$ cat config.mk
export PLATFORM = sky130hd
export DESIGN_NAME = riff_wave_chunk_parser_unit
export DESIGN_NICKNAME = d
export VERILOG_FILES = /design/src/sv/rwcp_pkg.sv /design/src/sv/rwcp_front.sv /design/src/sv/rwcp_queue.sv /design/src/sv/rwcp_back.sv /design/src/sv/riff_wave_chunk_parser_unit.sv
export SDC_FILE = /design/constraint.sdc
export NUM_CORES = 2
export LEC_CHECK = 0
export BUFFER_PORTS_ARGS = -buffer_cell sky130_fd_sc_hd__clkbuf_2
export CAP_MARGIN = 20
export CORE_MARGIN = 3
export CORE_UTILIZATION = 30
export CTS_BUF_LIST = sky130_fd_sc_hd__clkbuf_8 sky130_fd_sc_hd__clkbuf_16
export CTS_CLUSTER_DIAMETER = 120
export DETAILED_ROUTE_END_ITERATION = 8
export PLACE_DENSITY_LB_ADDON = 0.05
export SLEW_MARGIN = 10
export SYNTH_ARGS = -nofsm -noshare
export SYNTH_HDL_FRONTEND = slang
export SYNTH_SLANG_ARGS = --single-unit
$ cat constraint.sdc
create_clock -name clk_i -period 20.5 [get_ports clk_i]
set_clock_uncertainty 0.1 [all_clocks]
set_input_delay 4.1 -clock clk_i [delete_from_list [all_inputs] [get_ports clk_i]]
set_output_delay 4.1 -clock clk_i [all_outputs]
set_load 0.03 [all_outputs]
$ cat src/sv/rwcp_pkg.sv
package rwcp_pkg;

  typedef enum logic [2:0] {
    KIND_DATA      = 3'd0,
    KIND_FMT_READY = 3'd1,
    KIND_DATA_START = 3'd2,
    KIND_NOT_WAVE  = 3'd3,
    KIND_BAD_ALIGN = 3'd4,
    KIND_END       = 3'd5
  } kind_e;

  localparam logic [31:0] TAG_RIFF = 32'h4646_4952;
  localparam logic [31:0] TAG_WAVE = 32'h4556_4157;
  localparam logic [31:0] TAG_FMT  = 32'h2074_6D66;
  localparam logic [31:0] TAG_DATA = 32'h6174_6164;

  localparam int unsigned FmtBytes = 16;
  localparam int unsigned FmtW     = FmtBytes * 8;

  // bit offsets of the captured format block, little endian
  localparam int unsigned FMT_TAG_LSB   = 0;
  localparam int unsigned FMT_CHAN_LSB  = 16;
  localparam int unsigned FMT_RATE_LSB  = 32;
  localparam int unsigned FMT_BRATE_LSB = 64;
  localparam int unsigned FMT_ALIGN_LSB = 96;
  localparam int unsigned FMT_BITS_LSB  = 112;

  typedef struct packed {
    kind_e             kind;
    logic [7:0]        data_byte;
    logic              last;
    logic              eor;
    logic [FmtW-1:0]   fmt;
    logic [31:0]       size;
  } entry_t;

endpackage

$ cat src/sv/rwcp_front.sv
module rwcp_front (
  input  logic              clk_i,
  input  logic              rst_ni,
  input  logic              accept_i,
  input  logic [7:0]        byte_i,
  input  logic              sos_i,
  output logic              push_o,
  output rwcp_pkg::entry_t  entry_o
);

  localparam logic [2:0] PH_RIFF = 3'd0;
  localparam logic [2:0] PH_CHDR = 3'd1;
  localparam logic [2:0] PH_FMT  = 3'd2;
  localparam logic [2:0] PH_DATA = 3'd3;
  localparam logic [2:0] PH_SKIP = 3'd4;
  localparam logic [2:0] PH_DONE = 3'd5;

  logic [2:0]                  phase_q, phase_d, cur_phase;
  logic [4:0]                  hp_q, hp_d, cur_hp;
  logic [31:0]                 tag_q, tag_d, cur_tag;
  logic [31:0]                 size_q, size_d, cur_size;
  logic [31:0]                 chunk_q, chunk_d, cur_chunk;
  logic [31:0]                 riff_q, riff_d, cur_riff;
  logic [rwcp_pkg::FmtW-1:0]   fmt_q, fmt_d, cur_fmt;
  logic                        fv_q, fv_d, cur_fv;

  logic                        has_res;
  rwcp_pkg::kind_e             kind;
  logic [7:0]                  dbyte;
  logic                        last, eor, boundary;
  logic [31:0]                 div_size;
  logic [15:0]                 align;

  always_comb begin
    cur_phase = sos_i ? PH_RIFF : phase_q;
    cur_hp    = sos_i ? '0 : hp_q;
    cur_tag   = sos_i ? '0 : tag_q;
    cur_size  = sos_i ? '0 : size_q;
    cur_chunk = sos_i ? '0 : chunk_q;
    cur_riff  = sos_i ? '0 : riff_q;
    cur_fmt   = sos_i ? '0 : fmt_q;
    cur_fv    = sos_i ? 1'b0 : fv_q;
  end

  assign align = cur_fmt[rwcp_pkg::FMT_ALIGN_LSB +: 16];

  always_comb begin
    phase_d  = cur_phase;
    hp_d     = cur_hp;
    tag_d    = cur_tag;
    size_d   = cur_size;
    chunk_d  = cur_chunk;
    riff_d   = cur_riff;
    fmt_d    = cur_fmt;
    fv_d     = cur_fv;
    has_res  = 1'b0;
    kind     = rwcp_pkg::KIND_DATA;
    dbyte    = '0;
    last     = 1'b0;
    eor      = 1'b0;
    boundary = 1'b0;
    div_size = '0;

    if (cur_phase == PH_RIFF) begin
      if (cur_hp < 5'd4 || cur_hp >= 5'd8) begin
        tag_d = {byte_i, cur_tag[31:8]};
      end else begin
        size_d = {byte_i, cur_size[31:8]};
      end
      hp_d = cur_hp + 5'd1;
      if (hp_d == 5'd4 && tag_d != rwcp_pkg::TAG_RIFF) begin
        has_res = 1'b1;
        kind    = rwcp_pkg::KIND_NOT_WAVE;
        phase_d = PH_DONE;
      end else if (hp_d >= 5'd12) begin
        hp_d = '0;
        if (tag_d != rwcp_pkg::TAG_WAVE) begin
          has_res = 1'b1;
          kind    = rwcp_pkg::KIND_NOT_WAVE;
          phase_d = PH_DONE;
        end else begin
          riff_d = (size_d >= 32'd4) ? size_d - 32'd4 : '0;
          if (riff_d == '0) begin
            has_res = 1'b1;
            kind    = rwcp_pkg::KIND_END;
            phase_d = PH_DONE;
          end else begin
            phase_d = PH_CHDR;
          end
        end
      end
    end else if (cur_phase != PH_DONE) begin
      if (cur_riff != '0) begin
        riff_d = cur_riff - 32'd1;
        eor    = (riff_d == '0);
      end
      if (cur_phase == PH_CHDR) begin
        if (cur_hp < 5'd4) begin
          tag_d = {byte_i, cur_tag[31:8]};
        end else begin
          size_d = {byte_i, cur_size[31:8]};
        end
        hp_d = cur_hp + 5'd1;
        if (hp_d >= 5'd8) begin
          hp_d    = '0;
          chunk_d = size_d;
          if (tag_d == rwcp_pkg::TAG_FMT) begin
            fv_d    = 1'b0;
            phase_d = PH_FMT;
          end else if (tag_d == rwcp_pkg::TAG_DATA) begin
            has_res = 1'b1;
            if (cur_fv && align != '0) begin
              kind     = rwcp_pkg::KIND_DATA_START;
              div_size = size_d;
            end else begin
              kind = rwcp_pkg::KIND_BAD_ALIGN;
            end
            phase_d = PH_DATA;
          end else begin
            phase_d = PH_SKIP;
          end
          boundary = (size_d == '0);
        end
      end else begin
        if (cur_phase == PH_FMT && cur_hp < 5'd16) begin
          fmt_d[{cur_hp[3:0], 3'b000} +: 8] = byte_i;
          hp_d = cur_hp + 5'd1;
          if (hp_d == 5'd16) begin
            fv_d    = 1'b1;
            has_res = 1'b1;
            kind    = rwcp_pkg::KIND_FMT_READY;
          end
        end else if (cur_phase == PH_DATA) begin
          has_res = 1'b1;
          kind    = rwcp_pkg::KIND_DATA;
          dbyte   = byte_i;
        end
        chunk_d = cur_chunk - 32'd1;
        if (chunk_d == '0) begin
          last     = (cur_phase == PH_DATA);
          boundary = 1'b1;
        end
      end
      if (boundary) begin
        hp_d = '0;
        if (riff_d == '0) begin
          phase_d = PH_DONE;
          if (!has_res) begin
            has_res = 1'b1;
            kind    = rwcp_pkg::KIND_END;
          end
        end else begin
          phase_d = PH_CHDR;
        end
      end
    end
    if (kind == rwcp_pkg::KIND_END) begin
      eor = 1'b1;
    end
  end

  assign push_o            = accept_i && has_res;
  assign entry_o.kind      = kind;
  assign entry_o.data_byte = dbyte;
  assign entry_o.last      = last;
  assign entry_o.eor       = eor;
  assign entry_o.fmt       = fmt_d;
  assign entry_o.size      = div_size;

  always_ff @(posedge clk_i or negedge rst_ni) begin
    if (!rst_ni) begin
      phase_q <= PH_RIFF;
      hp_q    <= '0;
      tag_q   <= '0;
      size_q  <= '0;
      chunk_q <= '0;
      riff_q  <= '0;
      fmt_q   <= '0;
      fv_q    <= 1'b0;
    end else if (accept_i) begin
      phase_q <= phase_d;
      hp_q    <= hp_d;
      tag_q   <= tag_d;
      size_q  <= size_d;
      chunk_q <= chunk_d;
      riff_q  <= riff_d;
      fmt_q   <= fmt_d;
      fv_q    <= fv_d;
    end
  end

endmodule

$ cat src/sv/rwcp_queue.sv
module rwcp_queue #(
  parameter int unsigned DEPTH = 4
) (
  input  logic              clk_i,
  input  logic              rst_ni,
  input  logic              push_i,
  input  rwcp_pkg::entry_t  push_entry_i,
  input  logic              pop_i,
  output rwcp_pkg::entry_t  head_o,
  output logic              empty_o,
  output logic              full_o
);

  localparam int unsigned PtrW = (DEPTH > 1) ? $clog2(DEPTH) : 1;
  localparam int unsigned CntW = $clog2(DEPTH + 1);

  rwcp_pkg::entry_t  mem_q [DEPTH];
  logic [PtrW-1:0]   wr_q, rd_q;
  logic [CntW-1:0]   cnt_q;

  assign empty_o = (cnt_q == '0);
  assign full_o  = (cnt_q == CntW'(DEPTH));
  assign head_o  = mem_q[rd_q];

  always_ff @(posedge clk_i) begin
    if (push_i) begin
      mem_q[wr_q] <= push_entry_i;
    end
  end

  always_ff @(posedge clk_i or negedge rst_ni) begin
    if (!rst_ni) begin
      wr_q  <= '0;
      rd_q  <= '0;
      cnt_q <= '0;
    end else begin
      if (push_i) begin
        wr_q <= (wr_q == PtrW'(DEPTH - 1)) ? '0 : wr_q + 1'b1;
      end
      if (pop_i) begin
        rd_q <= (rd_q == PtrW'(DEPTH - 1)) ? '0 : rd_q + 1'b1;
      end
      if (push_i && !pop_i) begin
        cnt_q <= cnt_q + 1'b1;
      end else if (pop_i && !push_i) begin
        cnt_q <= cnt_q - 1'b1;
      end
    end
  end

endmodule

$ cat src/sv/rwcp_back.sv
module rwcp_back (
  input  logic                       clk_i,
  input  logic                       rst_ni,
  input  rwcp_pkg::entry_t           head_i,
  input  logic                       empty_i,
  output logic                       pop_o,
  output logic                       m_valid_o,
  input  logic                       m_ready_i,
  output rwcp_pkg::kind_e            kind_o,
  output logic [7:0]                 data_byte_o,
  output logic                       last_o,
  output logic                       eor_o,
  output logic [rwcp_pkg::FmtW-1:0]  fmt_o,
  output logic [31:0]                frames_o
);

  logic              busy_q, busy_d;
  logic              fin_q, fin_d;
  logic [4:0]        cnt_q;
  logic [15:0]       rem_q;
  logic [31:0]       quo_q;
  rwcp_pkg::entry_t  held_q;
  logic              m_valid_q, m_valid_d;
  rwcp_pkg::kind_e   kind_q;
  logic [7:0]        byte_q;
  logic              last_q, eor_q;
  logic [rwcp_pkg::FmtW-1:0] fmt_q;
  logic [31:0]       frames_q;

  logic              out_free, head_start, load_direct, load_div;
  logic [15:0]       divisor;
  logic [16:0]       trial, diff;
  logic              ge;

  assign out_free    = !m_valid_q || m_ready_i;
  assign head_start  = (head_i.kind == rwcp_pkg::KIND_DATA_START);
  assign pop_o       = !empty_i && !busy_q && !fin_q && (head_start || out_free);
  assign load_direct = pop_o && !head_start;
  assign load_div    = fin_q && out_free;
  assign m_valid_d   = load_direct || load_div || (m_valid_q && !m_ready_i);

  assign divisor = held_q.fmt[rwcp_pkg::FMT_ALIGN_LSB +: 16];
  assign trial   = {rem_q, quo_q[31]};
  assign diff    = trial - {1'b0, divisor};
  assign ge      = (trial >= {1'b0, divisor});

  always_comb begin
    busy_d = busy_q;
    fin_d  = fin_q;
    if (pop_o && head_start) begin
      busy_d = 1'b1;
    end else if (busy_q && cnt_q == '0) begin
      busy_d = 1'b0;
      fin_d  = 1'b1;
    end else if (load_div) begin
      fin_d = 1'b0;
    end
  end

  always_ff @(posedge clk_i or negedge rst_ni) begin
    if (!rst_ni) begin
      busy_q    <= 1'b0;
      fin_q     <= 1'b0;
      cnt_q     <= '0;
      m_valid_q <= 1'b0;
    end else begin
      busy_q    <= busy_d;
      fin_q     <= fin_d;
      m_valid_q <= m_valid_d;
      if (pop_o && head_start) begin
        cnt_q <= 5'd31;
      end else if (busy_q) begin
        cnt_q <= cnt_q - 5'd1;
      end
    end
  end

  always_ff @(posedge clk_i) begin
    if (pop_o && head_start) begin
      held_q <= head_i;
      quo_q  <= head_i.size;
      rem_q  <= '0;
    end else if (busy_q) begin
      rem_q <= ge ? diff[15:0] : trial[15:0];
      quo_q <= {quo_q[30:0], ge};
    end
    if (load_div) begin
      kind_q   <= held_q.kind;
      byte_q   <= held_q.data_byte;
      last_q   <= held_q.last;
      eor_q    <= held_q.eor;
      fmt_q    <= held_q.fmt;
      frames_q <= quo_q;
    end else if (load_direct) begin
      kind_q   <= head_i.kind;
      byte_q   <= head_i.data_byte;
      last_q   <= head_i.last;
      eor_q    <= head_i.eor;
      fmt_q    <= head_i.fmt;
      frames_q <= '0;
    end
  end

  assign m_valid_o   = m_valid_q;
  assign kind_o      = kind_q;
  assign data_byte_o = byte_q;
  assign last_o      = last_q;
  assign eor_o       = eor_q;
  assign fmt_o       = fmt_q;
  assign frames_o    = frames_q;

`ifndef SYNTHESIS
  a_busy_fin_excl : assert property (@(posedge clk_i) disable iff (!rst_ni)
    !(busy_q && fin_q)) else $error("divider busy and finished at once");
  a_busy_holds : assert property (@(posedge clk_i) disable iff (!rst_ni)
    busy_q && cnt_q != '0 |=> busy_q) else $error("divider stopped early");
  a_start_align : assert property (@(posedge clk_i) disable iff (!rst_ni)
    m_valid_q && kind_q == rwcp_pkg::KIND_DATA_START |->
    fmt_q[rwcp_pkg::FMT_ALIGN_LSB +: 16] != '0) else $error("data start with zero align");
  a_frames_zero : assert property (@(posedge clk_i) disable iff (!rst_ni)
    m_valid_q && kind_q != rwcp_pkg::KIND_DATA_START |-> frames_q == '0)
    else $error("frame count outside data start");
  a_fin_waits : assert property (@(posedge clk_i) disable iff (!rst_ni)
    fin_q && !out_free |=> fin_q) else $error("quotient lost while output stalled");
`endif

endmodule

$ cat src/sv/riff_wave_chunk_parser_unit.sv
// Byte-serial RIFF/WAVE parser. One file byte enters per transaction on the
// slave stream (tuser marks the first byte of a new file and restarts parsing);
// results leave on the master stream, kind in tuser, tlast on the final byte of
// each data chunk. A front stage parses one byte per cycle while the queue has
// room and queues results in a QUEUE_DEPTH-entry buffer; a back stage drains
// it into a registered output. Steady throughput is one byte per cycle when
// nothing stalls. A valid data chunk header holds the back stage while the
// one-bit-per-cycle 32-bit by 16-bit divider finds frame_count; the queue takes
// later results until full, then the front stalls until the quotient leaves.
module riff_wave_chunk_parser_unit #(
  parameter int unsigned QUEUE_DEPTH = 4
) (
  input  logic         clk_i,
  input  logic         rst_ni,
  input  logic         s_axis_tvalid,
  output logic         s_axis_tready,
  input  logic [7:0]   s_axis_tdata,   // in_byte
  input  logic [0:0]   s_axis_tuser,   // start_of_stream
  output logic         m_axis_tvalid,
  input  logic         m_axis_tready,
  // data_byte, end_of_riff, format_tag, channels, sample_rate, byte_rate,
  // block_align, bits_per_sample, frame_count, zero fill
  output logic [175:0] m_axis_tdata,
  output logic [2:0]   m_axis_tuser,   // kind
  output logic         m_axis_tlast    // last_in_chunk
);

  logic                       accept, push, pop, empty, full;
  rwcp_pkg::entry_t           push_entry, head;
  rwcp_pkg::kind_e            kind;
  logic [7:0]                 data_byte;
  logic                       last, eor;
  logic [rwcp_pkg::FmtW-1:0]  fmt;
  logic [31:0]                frames;

  assign s_axis_tready = !full;
  assign accept        = s_axis_tvalid && s_axis_tready;

  rwcp_front u_front (
    .clk_i    (clk_i),
    .rst_ni   (rst_ni),
    .accept_i (accept),
    .byte_i   (s_axis_tdata),
    .sos_i    (s_axis_tuser[0]),
    .push_o   (push),
    .entry_o  (push_entry)
  );

  rwcp_queue #(
    .DEPTH (QUEUE_DEPTH)
  ) u_queue (
    .clk_i        (clk_i),
    .rst_ni       (rst_ni),
    .push_i       (push),
    .push_entry_i (push_entry),
    .pop_i        (pop),
    .head_o       (head),
    .empty_o      (empty),
    .full_o       (full)
  );

  rwcp_back u_back (
    .clk_i       (clk_i),
    .rst_ni      (rst_ni),
    .head_i      (head),
    .empty_i     (empty),
    .pop_o       (pop),
    .m_valid_o   (m_axis_tvalid),
    .m_ready_i   (m_axis_tready),
    .kind_o      (kind),
    .data_byte_o (data_byte),
    .last_o      (last),
    .eor_o       (eor),
    .fmt_o       (fmt),
    .frames_o    (frames)
  );

  assign m_axis_tuser = kind;
  assign m_axis_tlast = last;
  assign m_axis_tdata = {
    7'd0,
    frames,
    fmt[rwcp_pkg::FMT_BITS_LSB  +: 16],
    fmt[rwcp_pkg::FMT_ALIGN_LSB +: 16],
    fmt[rwcp_pkg::FMT_BRATE_LSB +: 32],
    fmt[rwcp_pkg::FMT_RATE_LSB  +: 32],
    fmt[rwcp_pkg::FMT_CHAN_LSB  +: 16],
    fmt[rwcp_pkg::FMT_TAG_LSB   +: 16],
    eor,
    data_byte
  };

endmodule

==> run metrics <==
combinational power share about 32%; final cell count without fillers around 7400; status completed; H-tree level count 4; Post-CTS Setup Inserts 0; max-slew violations 0; Worst Path Buf+Inv 4; drt first pass iters 8; post-DP HPWL 115 mm; Mapped Area 59200 um2; largest family of logic cells by synthesized area simple AND/OR/NAND/NOR gates; Setup CP Type in -> reg; Setup crit start s_axis_tuser; Area growth syn-to-layout 15.2%; Hold Crit Class reg -> reg; library cells used by synthesis 98; FFs w/ async S/R, synth 21.0%; Worst Hold Launch u_front.fmt_q[3]; initial core utilization 30.3%; share of cells above drive strength 1 19.6%; Post-Synth Adder-Cell Area 0.807%; post-synthesis simple-gate area fraction a little under an eighth; final instance area 68200 um2; Rel. slew slack 25.5%; worst slack at placement 8650 ps; mux cell area share after synthesis between 10% and 20%; CP endpoint kind flop; initial antenna violation count 4; Mapped Cells 4505; final setup vio count 0; largest net degree at the start of global routing 129; Final Util 34.9%; DRT antenna net count 0; Max Cap Viol 0; nets 4684; Clk pwr share 27.8%; Syn Area/Cell 13.1 um2; core area roughly 200000 um2; Die Span Y 450 um; total die area about 200000 um2; WP data required between 20000 and 25000 ps; pwr dens roughly 150 nW/um2; CP max FO 120; final hold vios 0; CTS tree yes; top cell type's share of synthesized area 52.6%; startpoint class of the critical path primary input; most frequent CP cell nand2_1; peak supply drop 71.8 uV; Placed Cells 7096; Seq pwr share 40.0%; io pins 195; Port Buffers 187; via total after detailed routing 37500; final setup TNS 0 ps; Die X 450 um; Syn. warnings 0; Net Sw Frac 36.4%; Num CTS Buffers around 160; Psw 3650 uW; Clk Latency, worst-skew pair 800 ps; DRT iter0 DRCs approximately 2900; Commonest cells post-synth edfxtp_1 (1038), nand2_1 (568), nor2_1 (415), o21ai_0 (328), dfrtp_1 (280); synth top area cells edfxtp_1 (53%), dfrtp_1 (12%), mux4_2 (6.6%); number of enable flip-flop cells after synthesis slightly above 1000; FP Rows 162; Post-DP Area 63100 um2; worst slew pin tran 1110 ps; vias per cell 5.08; worst path cell trace buf_6, inv_6, nand2_1, ha_1, or4b_1, a2bb2o_1, nor2_4, nand2_1, o41ai_1, o221ai_1, nor4_1, a32o_1, nand2_1, a311o_4, nor2_4, buf_12, buf_4; drt wl/cell 24.8 um; CP arrival 11440 ps; Resize count post-CTS 0; Synth area leader edfxtp_1; Compound-Gate Fraction of Synth Area 7.73%; min Tclk post-route 11140 ps; GRT Util Overall between 10% and 20%; Top FF cell, synth edfxtp_1; #FFs+latches synth around 1300; cts hold-fix bufs 0; RSZ-0062 raised after global routing no; Final WS setup 9360 ps; Largest stage delay, worst path 920 ps; vias in the first global route 38400; Final period util 54.3%; most common cell in the synthesized netlist edfxtp_1; global-route wire length before repair 272 mm; Reg clk slew, reported paths 50 ps; reg2reg start u_front.hp_q[3]; GRT overflow 0; Int Pwr 6390 uW; post-synthesis xor/xnor area fraction 1.02%; Longest Clk Path Bufs 3; final WL 184 mm; GPL Wtd Cong 0.835; Fmax achieved 0.0898 GHz; slowest CP cell nor4_1; clock sink total 1334; Clock Tree Root clkbuf_16; DRC 0; Seq/Total Area, Yosys 65.0%; CP delay by family, top simple AND/OR/NAND/NOR gates; static leakage 0.0243 uW
==> logic make-up (layout without fill, tap and decap cells) <==
logic type | Yosys count | count (layout)
AOI/OAI and AO/OA | 740 | 740
xor gates and xnor gates | 69 | 69
adders and majority gates | 37 | 37
buffers and inverters | 375 | 627
DFF | 1334 | 1334
muxes | 413 | 413
other | 1 | 9
and+or+nand+nor | 1536 | 1536
==> final cells by class <==
class,instances,area [um2]
fill,19000,127000
sequential,1334,38500
multi-input combinational,2802,19400
clock buffer,170,4130
tap,2624,3280
timing repair buffer,274,1660
clock inverter,118,1010
inverter,65,256
antenna,2,5.00
==> state kept, by name, summed over array words and instances, names as in the netlist, 125 cells and up <==
name           count
u_queue.mem_q    692
u_back.fmt_o     128
u_front.fmt_q    128
u_back.held_q    125
==> metrics by stage <==
step	hold WS (ps)	power, uW
2_1_floorplan	343	6290
3_5_place_dp	363	7370
3_3_place_gp	357	7390
5_1_grt	399	10600
6_report	373	10000
4_1_cts	377	10200
==> power groups by stage <==
stage	Clock [uW]	Sequential (uW)	Combinational [uW]
global placement	0	4070	3320
CTS	2890	4030	3310
floorplan	0	4210	2090
detailed placement	0	4070	3300
global route	3000	4080	3570
finish	2790	4020	3240
==> final timing paths <==
| kind | cells after the start | endpoint | slack, ps |
|---|---|---|---|
| max in group asynchronous | 2 | u_front.fmt_q[54] | 15610 |
| min in group asynchronous | 1 | u_back.m_valid_o | 3200 |
| worst max register to register | 14 | u_queue.mem_q[3][13] | 13000 |
| worst min register to register | 2 | u_front.fmt_q[3] | 370 |
| worst max-delay path | 17 | u_queue.mem_q[3][13] | 9360 |
| worst min-delay path | 2 | u_front.fmt_q[3] | 370 |
==> cell usage in the layout (no fill, tap or decap), types with 122 or more instances in the layout <==
cell / n
nor2_1: 407
clkbuf_16: 159
o21ai_0: 327
mux4_2: 173
edfxtp_1: 1038
a21oi_1: 122
nand2_1: 565
mux2_2: 183
clkbuf_2: 185
dfrtp_1: 277
nand3_1: 154
==> worst reg2reg max path, delay by kind of cell (launching register included) <==
family                 cells  cell delay, ps
AND/OR/NAND/NOR            6            2660
buffers and inverters      3            2030
AO/OA/AOI/OAI              3            1050
flip-flops                 1             580
multiplexers               1             390
XOR/XNOR                   1             210
==> metal layers <==
layer	global-route usage [%]	up-vias	routed length (um)
met5	0	-	0
met4	5.33	0	5040
met3	2.47	261	6640
met2	29.7	841	88800
met1	24.5	19200	83100
li1	-	17200	-
Power figures use the tool's default switching activity.
